`src/rtl/fbw_pkg.sv`:
```
// Types, command codes and font table for the framebuffer writer
package fbw_pkg;

	localparam int GLYPH_PITCH = 6;
	localparam int GLYPH_COLS  = 5;

	localparam logic [2:0] CMD_CHAR   = 3'd0;
	localparam logic [2:0] CMD_PIXEL  = 3'd1;
	localparam logic [2:0] CMD_CURSOR = 3'd2;
	localparam logic [2:0] CMD_CLEAR  = 3'd3;
	localparam logic [2:0] CMD_READ   = 3'd4;

	localparam logic [7:0] CHAR_NEWLINE = 8'd10;
	localparam logic [7:0] CHAR_FIRST   = 8'd32;
	localparam logic [7:0] CHAR_LAST    = 8'd127;

	// 5x8 glyphs from space upward, leftmost column in the top byte, bit 0 at the top
	localparam logic [39:0] FONT_ROM [96] = '{
		40'h0000000000, 40'h00005f0000, 40'h0007000700, 40'h147f147f14,
		40'h242a7f2a12, 40'h2313086462, 40'h3649552250, 40'h0005030000,
		40'h001c224100, 40'h0041221c00, 40'h14083e0814, 40'h08083e0808,
		40'h0050300000, 40'h0808080808, 40'h0060600000, 40'h2010080402,
		40'h3e5149453e, 40'h00427f4000, 40'h4261514946, 40'h2141454b31,
		40'h1814127f10, 40'h2745454539, 40'h3c4a494930, 40'h0171090503,
		40'h3649494936, 40'h064949291e, 40'h0036360000, 40'h0056360000,
		40'h0814224100, 40'h1414141414, 40'h0041221408, 40'h0201510906,
		40'h324979413e, 40'h7e1111117e, 40'h7f49494936, 40'h3e41414122,
		40'h7f4141221c, 40'h7f49494941, 40'h7f09090901, 40'h3e4149497a,
		40'h7f0808087f, 40'h00417f4100, 40'h2040413f01, 40'h7f08142241,
		40'h7f40404040, 40'h7f020c027f, 40'h7f0408107f, 40'h3e4141413e,
		40'h7f09090906, 40'h3e4151215e, 40'h7f09192946, 40'h4649494931,
		40'h01017f0101, 40'h3f4040403f, 40'h1f2040201f, 40'h3f4038403f,
		40'h6314081463, 40'h0708700807, 40'h6151494543, 40'h007f414100,
		40'h0204081020, 40'h0041417f00, 40'h0402010204, 40'h4040404040,
		40'h0001020400, 40'h2054545478, 40'h7f48444438, 40'h3844444420,
		40'h384444487f, 40'h3854545418, 40'h087e090102, 40'h0c5252523e,
		40'h7f08040478, 40'h00447d4000, 40'h2040443d00, 40'h7f10284400,
		40'h00417f4000, 40'h7c04180478, 40'h7c08040478, 40'h3844444438,
		40'h7c14141408, 40'h081414187c, 40'h7c08040408, 40'h4854545420,
		40'h043f444020, 40'h3c4040207c, 40'h1c2040201c, 40'h3c4030403c,
		40'h4428102844, 40'h0c5050503c, 40'h4464544c44, 40'h0008364100,
		40'h00007f0000, 40'h0041360800, 40'h1008081008, 40'h7846414678
	};

	// Commands from the controller to the datapath
	typedef struct packed {
		logic capture;
		logic home;
		logic clr_start;
		logic clr_step;
		logic newline_move;
		logic draw_init;
		logic draw_step;
		logic advance;
		logic cursor_set;
		logic pix_read;
		logic pix_write;
		logic byte_read;
		logic res_set;
		logic res_status;
		logic res_from_mem;
		logic out_load;
	} fbw_cmd_t;

	// Status from the datapath to the controller
	typedef struct packed {
		logic [2:0] command;
		logic       row_past_end;
		logic       newline;
		logic       code_bad;
		logic       wrap;
		logic       wrap_clear;
		logic       pix_bad;
		logic       cur_bad;
		logic       rd_bad;
		logic       clr_last;
		logic       draw_last;
	} fbw_stat_t;

endpackage

```
`src/rtl/fbw_ctrl.sv`:
```
// Controller: sequences each command over the datapath
module fbw_ctrl
	import fbw_pkg::*;
(
	input  logic      clk,
	input  logic      arst_n,
	input  logic      in_valid,
	output logic      in_ready,
	output logic      out_valid,
	input  logic      out_ready,
	input  fbw_stat_t stat,
	output fbw_cmd_t  cmd
);

	localparam logic [3:0] S_IDLE      = 4'd0;
	localparam logic [3:0] S_DECODE    = 4'd1;
	localparam logic [3:0] S_CLEAR     = 4'd2;
	localparam logic [3:0] S_CHAR      = 4'd3;
	localparam logic [3:0] S_DRAW_INIT = 4'd4;
	localparam logic [3:0] S_DRAW      = 4'd5;
	localparam logic [3:0] S_PIX_WAIT  = 4'd6;
	localparam logic [3:0] S_RD_WAIT   = 4'd7;
	localparam logic [3:0] S_FINISH    = 4'd8;

	logic [3:0] state_q;
	logic [3:0] state_d;
	logic [3:0] ret_q;
	logic [3:0] ret_d;
	logic       out_valid_q;
	logic       out_free;

	assign in_ready  = state_q == S_IDLE;
	assign out_valid = out_valid_q;
	assign out_free  = !out_valid_q || out_ready;

	// Next state and datapath commands
	always_comb begin
		state_d = state_q;
		ret_d   = ret_q;
		cmd     = '0;
		case (state_q)
			S_IDLE: begin
				if (in_valid) begin
					cmd.capture = 1'b1;
					state_d     = S_DECODE;
				end
			end
			S_DECODE: begin
				case (stat.command)
					CMD_CHAR: begin
						if (stat.row_past_end) begin
							cmd.home      = 1'b1;
							cmd.clr_start = 1'b1;
							ret_d         = S_CHAR;
							state_d       = S_CLEAR;
						end else begin
							state_d = S_CHAR;
						end
					end
					CMD_PIXEL: begin
						if (stat.pix_bad) begin
							cmd.res_set    = 1'b1;
							cmd.res_status = 1'b1;
							state_d        = S_FINISH;
						end else begin
							cmd.pix_read = 1'b1;
							state_d      = S_PIX_WAIT;
						end
					end
					CMD_CURSOR: begin
						cmd.res_set    = 1'b1;
						cmd.res_status = stat.cur_bad;
						cmd.cursor_set = !stat.cur_bad;
						state_d        = S_FINISH;
					end
					CMD_CLEAR: begin
						cmd.res_set   = 1'b1;
						cmd.clr_start = 1'b1;
						ret_d         = S_FINISH;
						state_d       = S_CLEAR;
					end
					CMD_READ: begin
						if (stat.rd_bad) begin
							cmd.res_set    = 1'b1;
							cmd.res_status = 1'b1;
							state_d        = S_FINISH;
						end else begin
							cmd.byte_read = 1'b1;
							state_d       = S_RD_WAIT;
						end
					end
					default: begin
						cmd.res_set    = 1'b1;
						cmd.res_status = 1'b1;
						state_d        = S_FINISH;
					end
				endcase
			end
			S_CLEAR: begin
				cmd.clr_step = 1'b1;
				if (stat.clr_last) begin
					state_d = ret_q;
				end
			end
			S_CHAR: begin
				if (stat.newline) begin
					cmd.newline_move = 1'b1;
					cmd.res_set      = 1'b1;
					state_d          = S_FINISH;
				end else if (stat.code_bad) begin
					cmd.res_set    = 1'b1;
					cmd.res_status = 1'b1;
					state_d        = S_FINISH;
				end else if (stat.wrap) begin
					cmd.newline_move = 1'b1;
					if (stat.wrap_clear) begin
						cmd.home      = 1'b1;
						cmd.clr_start = 1'b1;
						ret_d         = S_DRAW_INIT;
						state_d       = S_CLEAR;
					end else begin
						state_d = S_DRAW_INIT;
					end
				end else begin
					state_d = S_DRAW_INIT;
				end
			end
			S_DRAW_INIT: begin
				cmd.draw_init = 1'b1;
				state_d       = S_DRAW;
			end
			S_DRAW: begin
				cmd.draw_step = 1'b1;
				if (stat.draw_last) begin
					cmd.advance = 1'b1;
					cmd.res_set = 1'b1;
					state_d     = S_FINISH;
				end
			end
			S_PIX_WAIT: begin
				cmd.pix_write = 1'b1;
				cmd.res_set   = 1'b1;
				state_d       = S_FINISH;
			end
			S_RD_WAIT: begin
				cmd.res_from_mem = 1'b1;
				state_d          = S_FINISH;
			end
			S_FINISH: begin
				if (out_free) begin
					cmd.out_load = 1'b1;
					state_d      = S_IDLE;
				end
			end
			default: begin
				state_d = S_IDLE;
			end
		endcase
	end

	// State, return point and output valid; reset starts with a clearing pass
	always_ff @(posedge clk or negedge arst_n) begin
		if (!arst_n) begin
			state_q     <= S_CLEAR;
			ret_q       <= S_IDLE;
			out_valid_q <= 1'b0;
		end else begin
			state_q <= state_d;
			ret_q   <= ret_d;
			if (cmd.out_load) begin
				out_valid_q <= 1'b1;
			end else if (out_ready) begin
				out_valid_q <= 1'b0;
			end
		end
	end

endmodule

```
`config.mk`:
```
export PLATFORM = sky130hd
export DESIGN_NAME = fbw_ctrl
export DESIGN_NICKNAME = d
export VERILOG_FILES = /design/src/rtl/fbw_pkg.sv /design/src/rtl/fbw_ctrl.sv
export SDC_FILE = /design/constraint.sdc
export NUM_CORES = 1
export LEC_CHECK = 0
export BUFFER_PORTS_ARGS = -buffer_cell sky130_fd_sc_hd__buf_2
export CORE_ASPECT_RATIO = 1.25
export CORE_MARGIN = 2
export CORE_UTILIZATION = 47
export CTS_CLUSTER_SIZE = 24
export DETAILED_ROUTE_END_ITERATION = 12
export PLACE_DENSITY = 0.77
export SKIP_LAST_GASP = 1
export SLEW_MARGIN = 5
export SYNTH_ARGS = -nofsm -noshare
export SYNTH_HDL_FRONTEND = slang
export SYNTH_SLANG_ARGS = --single-unit
```
`constraint.sdc`:
```
create_clock -name clk -period 2 [get_ports clk]
set_clock_uncertainty 0.05 [all_clocks]
set_input_delay 0 -clock clk [delete_from_list [all_inputs] [get_ports clk]]
set_output_delay 0 -clock clk [all_outputs]
set_load 0.01 [all_outputs]
```
After elaboration in Yosys (flattened, before gate mapping)
Cells that the tools add are included.

operators by class
  equality and inequality tests = 22
  muxes and demuxes = 60
  reduce and logical (&&, ||, !) cells = 11

operators with widths
  operator                                              count
  2-to-1 mux 4 bit                                      13
  one-hot mux 4 bit (8 select lines)                    1
  2-to-1 mux 1 bit                                      25
  2-to-1 mux 2 bit                                      10
  equality test 4 x 3 -> 1 bit (second input constant)  4
  != test 2 bit (second input constant)                 8
  one-hot mux 4 bit (2 select lines)                    2
  one-hot mux 4 bit (4 select lines)                    1
  equality test 4 x 2 -> 1 bit (second input constant)  2
  one-hot mux 1 bit (4 select lines)                    2
  AND reduction 7 bit                                   1
  equality test 3 x 2 -> 1 bit (second input constant)  2
  2-to-1 mux 3 bit                                      2
  equality test 4 x 1 -> 1 bit (second input constant)  1
  equality test 4 bit (second input constant)           1
  zero test 4 bit                                       1
  one-hot mux 1 bit (2 select lines)                    2
  one-hot mux 2 bit (2 select lines)                    1
  AND reduction 4 bit                                   1
  nonzero test 2 bit                                    2
  OR reduction 2 bit                                    2
  equality test 3 x 1 -> 1 bit (second input constant)  1
  equality test 3 bit (second input constant)           1
  zero test 3 bit                                       1
  5 further kinds                                       6

word-level totals
  bits in registers = 9
  input port bits = 17

Logic depth before layout (Yosys ltp)
  depth in word-level cells = 5
  mapped depth = 6
  depth with buffers taken out = 4

Worst setup path before layout
OpenSTA, ideal clock, no wires.

  path kind = register to register
  start = reg state_q[1]
  end = reg ret_q[1]
  setup time = 0.136 ns
  data arrival time = 1.577 ns
  required time = 1.814 ns
  path slack = 0.237 ns
  cell stages (with the launch flop) = 6
  cell sequence = dfstp_2 -> nand4bb_1 -> or4_1 -> buf_2 -> a21oi_1 -> o22ai_1

between the ends
  longest elaborated chain between the ends = 3
  elaborated cells on any way between the ends = 11
  those cells by class = eq/ne (8); mux (1); reduce/logical (2)

RTL lines
  element                                                                       RTL line         source
  start, declared                                                               fbw_ctrl.sv:25   logic [3:0] state_q;
  start signal, assigned                                                        fbw_ctrl.sv:168  state_q <= state_d;
  equality test 4 x 1 -> 1 bit or equality test 4 x 2 -> 1 bit (tied branches)  fbw_ctrl.sv:41   case (state_q)
  != test 3 x 1 -> 1 bit (no line), or another cell as far along                --
  AND reduction 7 bit (no line)                                                 --
  end signal, assigned                                                          fbw_ctrl.sv:169  ret_q <= ret_d;
  end, declared                                                                 fbw_ctrl.sv:27   logic [3:0] ret_q;

Parallel ways exist; a longest one is shown, timed or not.
A chain may end at the register's enable or synchronous reset.

==> out/qor.yml <==
fp.dieW_um: 42.1
slew_violations: 0
rrSetupSlack_ns: 0.24
outcome: "finished clean"
cts_root_buf: "clkbuf_4"
syn-cell-area_um2: 852
yosysMostFrequentCell: "nor2_1"
n_antenna_cell: 0
num_rows: 17
slowest_delay_ns: 0.56
cp_data_arrival_time_ns: 1.88
cp.depth: 4
synth_cell_types: 40
critPathMaxFanout: 4
die_h_um: 51.6
period_share_pct: 96.5
io_pins: 35
yosysSeqAreaShare_pct: 23.6
synth_edf_count: 0
synth_seq_cells: 8
cp-startpoint: "state_q[3]"
cellLeakagePower_nw: 0.508
dpl_cell_area_um2: 1030
vias: 976
first_iter_violations: 14
gp_congestion: 0.827
synth_common_cells: "12 x nor2_1, 11 x nand2_1, 8 x nand2b_1"
ys_warn_count: 0
finalCriticalPeriod_ns: 1.93
synth_top_area_cell: "dfrtp_1"
clkTransAtPathRegs_ns: 0.06
route.met3.wl_um: 88
clockBufferDepth: 2
cp.required_ns: 1.95
fin_nets: 170
vias_per_cell: 5.71
finalSetupViolations: 0
hold_viol: 0
cts_sinks: 8
ant_nets: 0
syn_avg_cell_area_um2: 7.47
synth_top_cells_by_area: "dfrtp_1 21%, nand2b_1 5.9%, nor2_1 5.3%, nand2_1 4.8%, a21oi_1 3.5%"
drive_gt1_share_pct: 36.2
r2r.worst_path.cells: 4
cp.buffers_inverters: 1
drc: 0
syn_to_final_growth_pct: 28.6
grt_pass1_wl_um: 3800
start_util_pct: 48.9
drt-total-wl_um: 2260
fin_tns_setup_ns: 0
worst_pin_slew_ns: 0.441
hp-class: "input port to async pin"
critical_path.slowest_cell: "or4b_4"
clock.fmax_mhz: 518
crit_path_end_kind: "output pin"
max_slew_margin_pct: 70.3
core_um2: 1740
cp_top_family: "simple AND/OR/NAND/NOR gates"
htreeDepth: 1
cp-start-kind: "flop"
port_buffers: 34
reg2reg_to: "ret_q[1]"
final_area_um2: 1100
met2_length_um: 1190
synth-main-ff-cell: "dfrtp_1"
m1WireLength_um: 936
grt_usage_pct: 22.8
powerDensity_nw_per_um2: 964
die-area_um2: 2170
grt_overflow: 0
grt_max_degree: 15
top_layer: "met4"
async_flop_share_pct: 100
dp_hpwl_um: 1760
synth_cells: 114
ir_worst_vdd_mv: 0.434
numCtsBuffers: 3
rsz0062_at_grt: "false"
antenna_found_initial: 0
synth_fp_nets: 131
drt_first_pass_iters: 4
tritoncts: "built"
cp_cell_sequence: "or4b_4 > or2_4 > o31ai_2 > buf_2"
synth_top_area_share_pct: 20.6
r2r-start: "state_q[1]"
worstSetupPathType: "flop to output pin"
endpoint: "cmd[14]"
grt_pass1_vias: 890
maxCapViolCount: 0
post_drt_wl_per_cell_um: 13.2
clkLatencyLatePin_ns: 0.26
[worst min path at each step]
stage | from | endpoint | slack (ns) | cells past startpoint
after global routing | arst_n | state_q[0] | 0.07 | 2
after global placement | arst_n | out_valid | -0.20 | 1
after detailed placement | arst_n | out_valid | -0.20 | 1
after floorplan | arst_n | out_valid | -0.35 | 0
after CTS | arst_n | out_valid | 0.06 | 2
final | arst_n | ret_q[1] | 0.05 | 2
[metal layers]
layer	vias up	track usage [%]
li1	489	-
met1	452	25.1
met2	29	43.0
met3	6	2.08
met4	0	12.5
met5	-	0
[cells by family after synthesis]
family | Yosys count | share of synthesized area, %
DFF | 8 | 23.6
AOI/OAI and AO/OA | 31 | 25.7
and+or+nand+nor | 62 | 42.1
buffers and inverters | 12 | 7.34
muxes | 1 | 1.17
[report_power, final]
group | internal [mW] | total, mW | leakage (nW) | switching [mW]
clock | 0.0768 | 0.138 | 0.0150 | 0.0614
sequential | 0.216 | 0.273 | 0.0943 | 0.0570
combinational | 0.298 | 0.645 | 0.399 | 0.347
[placed cells by master, fill, tap and decap left out, drive strengths merged, types with 2 or more instances in the layout]
master	netlist	routed
a21o	2	2
o31ai	2	2
nand3	4	4
and2	3	3
nor2b	3	3
clkbuf	5	4
o211ai	3	3
nor2	12	12
o21ai	6	6
inv	3	3
a211o	2	2
o21a	3	3
buf	4	40
nand3b	4	4
dlygate4sd3	0	3
a21oi	6	6
nand2b	8	8
nor4	2	2
nor3	7	7
nand2	11	11
dfrtp	7	7
[what timing repair did]
action	CTS	global route
setup buffers	0	1
endpoints found under the hold margin	10	0
setup endpoints to repair	0	2
resized for setup	0	0
hold buffers	3	0
[metrics by stage]
step / hold slack [ns] / worst slack, ns / std cells / total power, mW / utilization, %
2_1_floorplan: -0.346 / 0.237 / 114 / 0.722 / -
3_3_place_gp: -0.200 / 0.312 / 163 / 0.884 / 59.2
3_5_place_dp: -0.200 / 0.254 / 163 / 0.897 / 59.2
4_1_cts: 0.0593 / 0.0427 / 170 / 1.05 / 62.4
5_1_grt: 0.0703 / 0.00191 / 171 / 1.15 / 62.8
6_report: 0.0539 / 0.0704 / 171 / 1.06 / 62.8
[worst reg2reg max path, cell delays in order, from the launching register on]
cell,delay (ns)
dfstp_2,0.57
nand4bb_1,0.14
or4_1,0.60
a21oi_1,0.19
o22ai_1,0.09
[state kept, by name, indices dropped and copies added, names as in the netlist]
name,count
out_valid,1
ret_q,3
state_q,4
[layout make-up]
class                   instances  area [µm²]
clock buffers                   4        26.3
repair buffers                 43         245
inverters                       3        11.3
well taps                      19        23.8
fillers                       188         648
flip-flops and latches          8         201
multi-input cells              94         588
No activity file was read; power rests on OpenSTA's default activity.
